## config.mk

```make
export PLATFORM = sky130hd
export DESIGN_NAME = button_gesture_decoder_core
export DESIGN_NICKNAME = d
export VERILOG_FILES = /design/src/rtl/bgd_pkg.sv /design/src/rtl/bgd_cfg_regs.sv /design/src/rtl/bgd_engine.sv /design/src/rtl/button_gesture_decoder_core.sv
export SDC_FILE = /design/constraint.sdc
export NUM_CORES = 1
export LEC_CHECK = 0
export ABC_CLOCK_PERIOD_IN_PS = 7600
export BUFFER_PORTS_ARGS = -buffer_cell sky130_fd_sc_hd__buf_4
export CELL_PAD_IN_SITES_DETAIL_PLACEMENT = 0
export CELL_PAD_IN_SITES_GLOBAL_PLACEMENT = 1
export CORE_AREA = 8 8 293 295
export CTS_CLUSTER_DIAMETER = 60
export DETAILED_ROUTE_END_ITERATION = 16
export DIE_AREA = 0 0 301 303
export PLACE_DENSITY = 0.46
export SETUP_SLACK_MARGIN = 0.5
export SKIP_LAST_GASP = 1
export SLEW_MARGIN = 20
export SYNTH_ARGS = -nofsm -noshare
export SYNTH_HDL_FRONTEND = slang
export SYNTH_SLANG_ARGS = --single-unit
```

## constraint.sdc

```tcl
create_clock -name clk -period 7.6 [get_ports clk]
set_clock_uncertainty 0.2 [all_clocks]
set_input_delay 0.76 -clock clk [delete_from_list [all_inputs] [get_ports clk]]
set_output_delay 0.76 -clock clk [all_outputs]
set_load 0.05 [all_outputs]
```

## src/rtl/bgd_pkg.sv

```systemverilog
// Shared types, codes and reset values for the button gesture decoder.
package bgd_pkg;

  localparam int TIME_BITS = 32;
  typedef logic [TIME_BITS-1:0] time_t;

  // Request codes
  localparam logic [1:0] REQ_EDGE = 2'd0;
  localparam logic [1:0] REQ_POLL = 2'd1;
  localparam logic [1:0] REQ_MODE = 2'd2;

  // Command codes
  localparam logic [2:0] CMD_NONE  = 3'd0;
  localparam logic [2:0] CMD_STOP  = 3'd1;
  localparam logic [2:0] CMD_PLAY  = 3'd2;
  localparam logic [2:0] CMD_PAUSE = 3'd3;
  localparam logic [2:0] CMD_NEXT  = 3'd4;

  // Player states
  localparam logic [1:0] PLAY_STOPPED = 2'd0;
  localparam logic [1:0] PLAY_PLAYING = 2'd1;
  localparam logic [1:0] PLAY_PAUSED  = 2'd2;

  // Register indexes
  localparam logic [1:0] REG_DCW      = 2'd0;
  localparam logic [1:0] REG_HOLD     = 2'd1;
  localparam logic [1:0] REG_DEBOUNCE = 2'd2;

  localparam logic [31:0] DCW_RESET      = 32'd250000;
  localparam logic [31:0] HOLD_RESET     = 32'd500000;
  localparam logic [7:0]  DEBOUNCE_RESET = 8'd12;

  typedef struct packed {
    logic [1:0]  req_type;
    logic [31:0] timestamp;
  } req_t;

  typedef struct packed {
    logic [2:0] action;
    logic       local_mode;
    logic [1:0] play_state;
    logic       button_down;
  } rsp_t;

  typedef struct packed {
    logic [31:0] double_click_window;
    logic [31:0] hold_time;
    logic [7:0]  debounce_time;
  } cfg_t;

endpackage

```

## src/rtl/bgd_cfg_regs.sv

```systemverilog
// Configuration register file of the button gesture decoder.
module bgd_cfg_regs (
  input  logic          clk,
  input  logic          rst,
  input  logic          cfg_we,
  input  logic [1:0]    cfg_addr,
  input  logic [31:0]   cfg_data,
  output bgd_pkg::cfg_t cfg
);

  always_ff @(posedge clk) begin
    if (rst) begin
      cfg.double_click_window <= bgd_pkg::DCW_RESET;
      cfg.hold_time           <= bgd_pkg::HOLD_RESET;
      cfg.debounce_time       <= bgd_pkg::DEBOUNCE_RESET;
    end else if (cfg_we) begin
      unique case (cfg_addr)
        bgd_pkg::REG_DCW:      cfg.double_click_window <= cfg_data;
        bgd_pkg::REG_HOLD:     cfg.hold_time           <= cfg_data;
        bgd_pkg::REG_DEBOUNCE: cfg.debounce_time       <= cfg_data[7:0];
        default: ;
      endcase
    end
  end

endmodule

```

## src/rtl/bgd_engine.sv

```systemverilog
// Gesture state and single-pass update logic for one request beat.
module bgd_engine (
  input  logic          clk,
  input  logic          rst,
  input  logic          step,
  input  bgd_pkg::req_t req,
  input  bgd_pkg::cfg_t cfg,
  output bgd_pkg::rsp_t result
);

  logic                local_flag, local_flag_next;
  logic                pressed, pressed_next;
  logic                event_pending, event_pending_next;
  bgd_pkg::time_t      last_edge_time, last_edge_time_next;
  bgd_pkg::time_t      last_fall_time, last_fall_time_next;
  bgd_pkg::time_t      prior_fall_time, prior_fall_time_next;
  bgd_pkg::time_t      last_rise_time, last_rise_time_next;
  logic                debounce_active, debounce_active_next;
  bgd_pkg::time_t      debounce_until, debounce_until_next;
  bgd_pkg::time_t      dispatch_after, dispatch_after_next;
  logic [1:0]          player_state, player_state_next;
  logic [2:0]          pending_cmd, pending_cmd_next;
  logic [2:0]          issued_cmd, issued_cmd_next;
  logic                repeat_next, repeat_next_next;
  logic [2:0]          fired;

  bgd_pkg::time_t      t;
  bgd_pkg::time_t      dcw;
  bgd_pkg::time_t      hold_end;
  bgd_pkg::time_t      fall_gap;
  logic                edge_ok;
  logic                released;

  assign t        = bgd_pkg::time_t'(req.timestamp);
  assign dcw      = bgd_pkg::time_t'(cfg.double_click_window);
  assign hold_end = last_fall_time + bgd_pkg::time_t'(cfg.hold_time);
  assign fall_gap = last_fall_time - prior_fall_time;
  assign edge_ok  = !debounce_active || (debounce_until < t) ||
                    (last_edge_time == last_fall_time);
  assign released = (last_rise_time == last_edge_time);

  always_comb begin
    local_flag_next      = local_flag;
    pressed_next         = pressed;
    event_pending_next   = event_pending;
    last_edge_time_next  = last_edge_time;
    last_fall_time_next  = last_fall_time;
    prior_fall_time_next = prior_fall_time;
    last_rise_time_next  = last_rise_time;
    debounce_active_next = debounce_active;
    debounce_until_next  = debounce_until;
    dispatch_after_next  = dispatch_after;
    player_state_next    = player_state;
    pending_cmd_next     = pending_cmd;
    issued_cmd_next      = issued_cmd;
    repeat_next_next     = repeat_next;
    fired                = bgd_pkg::CMD_NONE;

    unique case (req.req_type)
      bgd_pkg::REQ_EDGE: begin
        if (local_flag && edge_ok) begin
          if (!pressed) begin
            prior_fall_time_next = last_fall_time;
            last_fall_time_next  = t;
            last_edge_time_next  = t;
            pressed_next         = 1'b1;
            event_pending_next   = 1'b1;
            dispatch_after_next  = t + dcw;
          end else begin
            last_rise_time_next = t;
            last_edge_time_next = t;
            pressed_next        = 1'b0;
          end
          debounce_active_next = 1'b1;
          debounce_until_next  = t + bgd_pkg::time_t'(cfg.debounce_time);
        end
      end
      bgd_pkg::REQ_POLL: begin
        if (debounce_active && (debounce_until < t)) begin
          debounce_active_next = 1'b0;
        end
        // Classify the pending press: hold wins, then double press, then click
        if (event_pending) begin
          priority if (pressed && (hold_end < t)) begin
            event_pending_next = 1'b0;
            player_state_next  = bgd_pkg::PLAY_STOPPED;
            pending_cmd_next   = bgd_pkg::CMD_STOP;
          end else if (pressed && (last_edge_time == last_fall_time) && (fall_gap <= dcw)) begin
            event_pending_next = 1'b0;
            repeat_next_next   = 1'b1;
            pending_cmd_next   = bgd_pkg::CMD_NEXT;
          end else if (((player_state == bgd_pkg::PLAY_STOPPED) ||
                        (player_state == bgd_pkg::PLAY_PAUSED)) && released) begin
            event_pending_next = 1'b0;
            player_state_next  = bgd_pkg::PLAY_PLAYING;
            pending_cmd_next   = bgd_pkg::CMD_PLAY;
          end else if ((player_state == bgd_pkg::PLAY_PLAYING) && released) begin
            event_pending_next = 1'b0;
            player_state_next  = bgd_pkg::PLAY_PAUSED;
            pending_cmd_next   = bgd_pkg::CMD_PAUSE;
          end else begin
          end
        end
        if ((dispatch_after < t) && ((issued_cmd != pending_cmd_next) || repeat_next_next)) begin
          repeat_next_next = 1'b0;
          issued_cmd_next  = pending_cmd_next;
          fired            = pending_cmd_next;
        end
      end
      bgd_pkg::REQ_MODE: begin
        local_flag_next = !local_flag;
      end
      default: ;
    endcase
  end

  assign result.action      = fired;
  assign result.local_mode  = local_flag_next;
  assign result.play_state  = player_state_next;
  assign result.button_down = pressed_next;

  always_ff @(posedge clk) begin
    if (rst) begin
      local_flag      <= 1'b0;
      pressed         <= 1'b0;
      event_pending   <= 1'b0;
      last_edge_time  <= '0;
      last_fall_time  <= '0;
      prior_fall_time <= '0;
      last_rise_time  <= '1;
      debounce_active <= 1'b0;
      debounce_until  <= '1;
      dispatch_after  <= '0;
      player_state    <= bgd_pkg::PLAY_STOPPED;
      pending_cmd     <= bgd_pkg::CMD_NONE;
      issued_cmd      <= bgd_pkg::CMD_NONE;
      repeat_next     <= 1'b0;
    end else if (step) begin
      local_flag      <= local_flag_next;
      pressed         <= pressed_next;
      event_pending   <= event_pending_next;
      last_edge_time  <= last_edge_time_next;
      last_fall_time  <= last_fall_time_next;
      prior_fall_time <= prior_fall_time_next;
      last_rise_time  <= last_rise_time_next;
      debounce_active <= debounce_active_next;
      debounce_until  <= debounce_until_next;
      dispatch_after  <= dispatch_after_next;
      player_state    <= player_state_next;
      pending_cmd     <= pending_cmd_next;
      issued_cmd      <= issued_cmd_next;
      repeat_next     <= repeat_next_next;
    end
  end

endmodule

```

## src/rtl/button_gesture_decoder_core.sv

```systemverilog
// Top level of the button gesture decoder: input register, engine, result register.
//
//   channel | direction | handshake            | payload
//   --------+-----------+----------------------+-----------------------------------
//   req     | in        | req_valid/req_ready  | req_type, timestamp
//   rsp     | out       | rsp_valid/rsp_ready  | action, local_mode, play_state,
//           |           |                      | button_down
//   cfg     | in        | cfg_we (no wait)     | cfg_addr, cfg_data
//
// One beat per cycle sustained while rsp_ready stays high; a result beat is
// offered from the result register once its request beat leaves the input register.
// The gesture state updates once per beat as it leaves the input register.
// Reset (rst, synchronous) empties both registers and loads the register
// defaults and the idle gesture state.
// A stalled result holds in the result register; the input register keeps
// taking one more beat behind it, then req_ready drops until rsp_ready returns.
module button_gesture_decoder_core (
  input  logic          clk,
  input  logic          rst,
  input  logic          req_valid,
  output logic          req_ready,
  input  bgd_pkg::req_t req,
  output logic          rsp_valid,
  input  logic          rsp_ready,
  output bgd_pkg::rsp_t rsp,
  input  logic          cfg_we,
  input  logic [1:0]    cfg_addr,
  input  logic [31:0]   cfg_data
);

  bgd_pkg::cfg_t cfg;
  bgd_pkg::req_t stage_req;
  logic          stage_valid;
  logic          advance;
  bgd_pkg::rsp_t result;

  // Move the staged beat into the result register when that slot frees up.
  assign advance   = stage_valid && (!rsp_valid || rsp_ready);
  assign req_ready = !stage_valid || advance;

  bgd_cfg_regs u_cfg (
    .clk      (clk),
    .rst      (rst),
    .cfg_we   (cfg_we),
    .cfg_addr (cfg_addr),
    .cfg_data (cfg_data),
    .cfg      (cfg)
  );

  bgd_engine u_engine (
    .clk    (clk),
    .rst    (rst),
    .step   (advance),
    .req    (stage_req),
    .cfg    (cfg),
    .result (result)
  );

  // Input register: capture a beat whenever the slot is free or draining.
  always_ff @(posedge clk) begin
    if (rst) begin
      stage_valid <= 1'b0;
    end else if (req_ready) begin
      stage_valid <= req_valid;
    end
  end

  always_ff @(posedge clk) begin
    if (req_ready && req_valid) begin
      stage_req <= req;
    end
  end

  // Result register: load on advance, drop once the consumer takes it.
  always_ff @(posedge clk) begin
    if (rst) begin
      rsp_valid <= 1'b0;
    end else if (advance) begin
      rsp_valid <= 1'b1;
    end else if (rsp_ready) begin
      rsp_valid <= 1'b0;
    end
  end

  always_ff @(posedge clk) begin
    if (advance) begin
      rsp <= result;
    end
  end

endmodule
```

==> After elaboration in Yosys (flattened, before gate mapping) <==
Index checks and enable logic that the tools add are counted.
{ "word_totals": {"regBits": 320, "latch_bits": 0, "mem_bits_rw": 0, "mem_bits_ro": 0, "in_bits": 73, "word_cells": 116, "mem_count": 0} }
{ "op_classes": {"n_addsub": 4, "n_mul": 0, "div_mod_pow": 0, "order_cmp": 4, "eq_ne": 12, "n_shift": 0, "mux": 34, "bitwise_logic": 1, "n_reduce_logical": 36} }
{ "ops": {"columns": ["op", "n"], "rows": [
  ["$lt A32 B32 Y1", 3],
  ["$add A32 B32 Y32", 2],
  ["$eq A32 B32 Y1", 2],
  ["$add A32 B8 Y32", 1],
  ["$le A32 B32 Y1", 1],
  ["$sub A32 B32 Y32", 1],
  ["$mux W1", 20],
  ["$mux W3", 6],
  ["$reduce_and A4 Y1", 4],
  ["$mux W2", 6],
  ["$logic_and A1 B1 Y1", 10],
  ["$reduce_and A2 Y1", 5],
  ["$eq A2 B1 Y1 const B", 3],
  ["$eq A2 B2 Y1 const B", 3],
  ["$logic_not A2 Y1", 3],
  ["$logic_or A1 B1 Y1", 6],
  ["$reduce_and A3 Y1", 2],
  ["$logic_not A1 Y1", 4],
  ["$ne A2 B1 Y1 const B", 2],
  ["$pmux W1 S2", 2],
  ["$reduce_bool A2 Y1", 2],
  ["$ne A3 B3 Y1", 1],
  ["$ne A2 B2 Y1 const B", 1],
  ["$not A1 Y1", 1]
]} }

==> Logic depth before layout (Yosys ltp) <==
{ "depth": {"word_depth": 12, "mapped_depth": 24, "depth_no_buf": 24} }

==> Cells and area by module <==
From an unflattened synthesis, not the netlist that was laid out.
{ "unflattened": {"hier_cells": 2416, "hier_area_um2": 20627.3} }
{ "modules_own_cells": {"columns": ["mod", "n_inst", "cells_each", "area_each_um2"], "rows": [
  ["bgd_engine", 1, 2081, 16306.9],
  ["bgd_cfg_regs", 1, 284, 2985.4],
  ["button_gesture_decoder_core", 1, 51, 1335.0]
]} }

==> Worst setup path after synthesis <==
OpenSTA, ideal clock, no wires.
{ "synth_path": {"path_type": "register to register", "from": "register u_engine.prior_fall_time[2]", "to": "register rsp[5] (netlist name) (data pin)", "setup_time_ns": 0.259, "t_arrival_ns": 5.379, "t_required_ns": 7.141, "setup_slack_ns": 1.761, "path_stages_with_launch": 23, "n_path_buf": 0, "synth_period_minus_slack_ns": 5.839, "path_cell_list": "dfxtp_1 > inv_1 > ha_1 > nor2b_1 > o2111ai_1 > a31oi_1 > a2111oi_0 > or3_1 > nand2_1 > o41ai_2 > o221ai_1 > or2_1 > xor2_1 > ha_1 > nand4_1 > or4_1 > or2_1 > a2111oi_4 > and2b_4 > o21ai_1 > a2111oi_4 > or3_1 > nor2_1"} }
{ "synth_via": {"elab_chain_cells": 11, "elab_cells_between_ends": 15, "cone_classes": "add/sub (1); order compare (1); eq/ne (1); mux (8); reduce/logical (4)"} }
{ "synth_lines": {"columns": ["item", "line", "source"], "rows": [
  ["start, declared", "bgd_engine.sv:16", "bgd_pkg::time_t prior_fall_time, prior_fall_time_next;"],
  ["start signal, assigned", "bgd_engine.sv:144", "prior_fall_time <= prior_fall_time_next;"],
  ["$sub A32 B32 Y32 (*)", "bgd_engine.sv:37", "assign fall_gap = last_fall_time - prior_fall_time;"],
  ["$le A32 B32 Y1 (*)", "bgd_engine.sv:88", "end else if (pressed && (last_edge_time == last_fall_time) && (fall_gap <= dcw)) begin"],
  ["$logic_and A1 B1 Y1 (*)", "bgd_engine.sv:88", null],
  ["$mux W3", "bgd_engine.sv:88", null],
  ["$mux W3", "bgd_engine.sv:84", "priority if (pressed && (hold_end < t)) begin"],
  ["$mux W3", "bgd_engine.sv:83", "if (event_pending) begin"],
  ["$mux W3", "bgd_engine.sv:59", "unique case (req.req_type)"],
  ["$ne A3 B3 Y1", "bgd_engine.sv:104", "if ((dispatch_after < t) && ((issued_cmd != pending_cmd_next) || repeat_next_next)) begin"],
  ["$logic_or A1 B1 Y1", "bgd_engine.sv:104", null],
  ["$logic_and A1 B1 Y1", "bgd_engine.sv:104", null],
  ["$reduce_and A2 Y1 (no source line)", null, null],
  ["end signal, assigned", "button_gesture_decoder_core.sv:87", "rsp <= result;"],
  ["end, declared", "button_gesture_decoder_core.sv:25", "output bgd_pkg::rsp_t rsp,"]
]} }
Every way passes the cells marked *; elsewhere a longest branch is shown, timed or not. The select of a mux whose other input is x is not followed.
A chain may end at the register's enable or synchronous reset.

==> Worst setup path after layout <==
{ "layout_path": {"from": "register u_engine.last_fall_time[0]", "to": "register rsp[5] (netlist name) (data pin)"} }
{ "layout_via": {"elab_chain_cells": 11, "elab_cells_between_ends": 20, "cone_classes": "add/sub (2); order compare (2); eq/ne (2); mux (8); reduce/logical (6)"} }
{ "layout_lines": {"columns": ["item", "line", "source"], "rows": [
  ["start, declared", "bgd_engine.sv:15", "bgd_pkg::time_t last_fall_time, last_fall_time_next;"],
  ["start signal, assigned", "bgd_engine.sv:143", "last_fall_time <= last_fall_time_next;"],
  ["$sub A32 B32 Y32 / $eq A32 B32 Y1 (equally long branches)", "bgd_engine.sv:37, bgd_engine.sv:88", null],
  ["$le A32 B32 Y1 / $logic_and A1 B1 Y1 (equally long branches)", "bgd_engine.sv:88", null],
  ["$logic_and A1 B1 Y1", "bgd_engine.sv:88", null],
  ["$mux W3", "bgd_engine.sv:88", null],
  ["$mux W3", "bgd_engine.sv:84", null],
  ["$mux W3", "bgd_engine.sv:83", null],
  ["$mux W3", "bgd_engine.sv:59", null],
  ["$ne A3 B3 Y1", "bgd_engine.sv:104", null],
  ["$logic_or A1 B1 Y1", "bgd_engine.sv:104", null],
  ["$logic_and A1 B1 Y1", "bgd_engine.sv:104", null],
  ["$reduce_and A2 Y1 (no source line)", null, null]
]} }
Parallel ways exist; a longest one is shown, timed or not. The select of a mux whose other input is x is not followed.

==> results.md <==
- Drt pass-1 iters: 8
- Switching part of the total: between 20% and 30%
- RSZ-0062 raised after global routing: no
- TNS Setup: 0 ns
- Crit path time final: 6.61 ns
- Clock sink total: 320
- Number of synthesized flops with an enable pin: 41
- Finish-stage setup viols: 0
- Seq pwr share: between 30 and 40%
- Clk Latency, worst-skew pair: between 0.6 and 0.7 ns
- Worst R2R Path Depth: 25
- Max clock buf depth: 3
- CTS Buf Count: 53
- Area grow syn2layout: 18.6%
- Seq cells post-synth: 320
- Synthesized instance count: 2440
- Gpl congestion: 0.828
- Crit-path max FO: 5
- Syn Nets: 2744
- Yosys cell types: 77
- Max_slew headroom: between 20% and 30%
- Hold path start: req[20]
- Hold Path Class: input pin to register
- IO buf count: 81
- Critical Path Stages: 25
- Commonest non-fill, non-tap cell in the layout: nand2_1
- Seq/Total Area, Yosys: 34.0%
- CP Buf/Inv Count: 3
- Clock power share: 53.2%
- Required @ worst endpoint: slightly below 8 ns
- Slowest CP cell: or4_1
- Die Width: 301 um
- WL final: 75300 um
- Drt first-iter violations: 1069
- Die Y: 303 um
- Hold endpoint: stage_req[20]
- Synth Flop Type: dfxtp_1
- Layout Nets: 2806
- Row count: 105
- Hold Buf Count CTS: 0
- Final Max Slew Viols: 0
- Max cap viols: 0
- PwrDens: 202 mW/mm^2
- CTS tree: done
- Clk pin slew, worst setup/hold paths: 0.06 ns
- CP max stage delay: about 0.56 ns
- Startpoint types: register
- Critical path startpoint: u_engine.last_fall_time[0]
- WL/cell: approximately 21 um
- Worst vdd ir: 124 uV
- Net Sw Power: 1.29 mW
- Residual DRC count: 0
- Total gr overflow: 0
- Die area: ~0.09 mm^2
- Combinational power share: under 10%
- Hold depth: 1
- Top Family by Delay on Critical Path: compound AO/OA/AOI/OAI gates
- Worst EP arrival: 6.75 ns
- Via count: 17.6k
- Clock root buffer: clkbuf_16
- CTS H-tree depth: 2
- Synth async-reset ratio: 0%
- WS Path Type: register to register
- Power Internal: 3.53 mW
- Reg2reg start: u_engine.last_fall_time[0]
- GRT Total Usage: 16.2%
- Final period utilization: around 87%
- Max Clk Rate: 151 MHz
- Post-Syn Area per Cell: 8.22 um^2
- Slew @ Worst Pin: 1.12 ns
- R2r endpoint: rsp[5]
- # fillers: 8704
- Worst setup EP type: register
- Vias in the first global route: 17.5k
- Largest net degree at the start of global routing: between 100 and 150
- Hold Fails Final Rpt: 0
- DR vias/cell: 4.85
- Leak: between 9 and 10 nW
- Warnings from Yosys: 0
- Antenna-violating nets left: 0
- Hpwl dp: about 56000 um
- Initial antenna violation count: 2
- Syn Std Cell Area: 0.0201 mm^2
- Status: completed
- I/O pin cnt: 82
- Layout cells sized above 1: 9.35%
- Initial Util: 24.7%
- Core area: 0.0812 mm^2
- Reg2Reg Setup Slack: approximately 0.99 ns
- Global-route wire length before repair: 112000 um
- Commonest cells after routing, fill and taps aside: nand2_1, a21oi_1, dfxtp_1
- Final Hold Slack: 0.136 ns
## sequential cells by signal, summed over array words and instances (netlist names), 2 cells and up
signal,flops
u_engine.pending_cmd,3
rsp,7
u_engine.debounce_until,32
u_engine.dispatch_after,32
u_engine.player_state,2
u_engine.last_rise_time,32
u_engine.last_fall_time,32
u_engine.prior_fall_time,32
stage_req,34
u_cfg.cfg,72
u_engine.last_edge_time,32
u_engine.issued_cmd,3
## cell families (layout without fill, tap and decap cells)
group	after synthesis	count (layout)	share of synthesized area [%]
other	0	1	0
and+or+nand+nor	747	747	16.9
buffers and inverters	233	339	4.37
AOI/OAI and AO/OA	727	727	22.1
DFF	320	320	34.0
muxes	17	17	0.854
xor gates and xnor gates	165	165	7.20
adders and majority gates	231	231	14.6
## repair_timing
| action | 4_1_cts | 5_1_grt |
|---|---|---|
| buffers inserted | 2 | 6 |
| pin swaps | 1 | 2 |
| endpoints found under the setup margin | 3 | 7 |
| resized for setup | 0 | 6 |
## final cells by class
class | count | area [um^2] | area share (%)
multi-input cells | 1887 | 12400 | 52.3
inverters | 132 | 497 | 2.09
diodes | 1 | 2.50 | 0.0105
clock buffers | 68 | 1510 | 6.33
repair buffers | 108 | 840 | 3.53
flip-flops and latches | 320 | 6820 | 28.7
clock inverters | 31 | 354 | 1.49
well taps | 1070 | 1340 | 5.63
## cell usage after synthesis (30+ instances only)
| cell type | n | area, um^2 |
|---|---|---|
| a21o_1 | 55 | 413 |
| a21oi_1 | 293 | 1470 |
| clkbuf_1 | 89 | 334 |
| dfxtp_1 | 279 | 5590 |
| edfxtp_1 | 41 | 1230 |
| ha_1 | 227 | 2840 |
| inv_1 | 131 | 492 |
| nand2_1 | 405 | 1520 |
| nand3_1 | 41 | 205 |
| nand4_1 | 34 | 213 |
| nor2_1 | 100 | 375 |
| nor3_1 | 30 | 150 |
| o211ai_1 | 73 | 548 |
| o21ai_0 | 154 | 771 |
| xnor2_1 | 109 | 955 |
| xor2_1 | 56 | 490 |
## through the flow
stage / instances / setup WS, ns / power [mW] / area [um^2] / util, %
2_1_floorplan: 2440 / 1.76 / 2.11 / 20100 / -
5_1_grt: 3616 / 0.492 / 5.04 / 23800 / 29.3
3_5_place_dp: 3509 / 0.524 / 2.29 / 21800 / 26.9
6_report: 3617 / 0.987 / 4.82 / 23800 / 29.3
3_3_place_gp: 3509 / 0.641 / 2.29 / 21800 / 26.9
4_1_cts: 3610 / 0.710 / 4.91 / 23700 / 29.2
## metal layers
| metal | global-route usage (%) | wire length, um |
|---|---|---|
| met4 | 5.69 | 2700 |
| met2 | 28.7 | 37100 |
| met3 | 2.15 | 2820 |
| met5 | 0 | 0 |
| met1 | 20.0 | 32600 |
## worst register-to-register path, delay by kind of cell (launching register included)
family,cells,cell delay (ns)
compound gates,10,2.28
buf+inv,3,0.45
xor+xnor,1,0.15
flops,1,0.40
simple gates,8,1.92
fa+ha+maj,3,0.93
## worst max-delay path by stage
stage | to | slack (ns)
floorplan | rsp[5] | 1.76
global placement | rsp[5] | 0.64
detailed placement | rsp[5] | 0.52
CTS | rsp[5] | 0.71
global route | u_engine.issued_cmd[1] | 0.49
finish | rsp[5] | 0.99
## power by group through the flow
stage,sequential [mW],combinational [mW],clock (mW)
detailed placement,1.84,0.455,0
global placement,1.84,0.451,0
finish,1.80,0.457,2.56
global route,1.80,0.515,2.72
CTS,1.80,0.458,2.65
floorplan,1.81,0.298,0
Note: power is estimated with default switching activity, not from simulation.
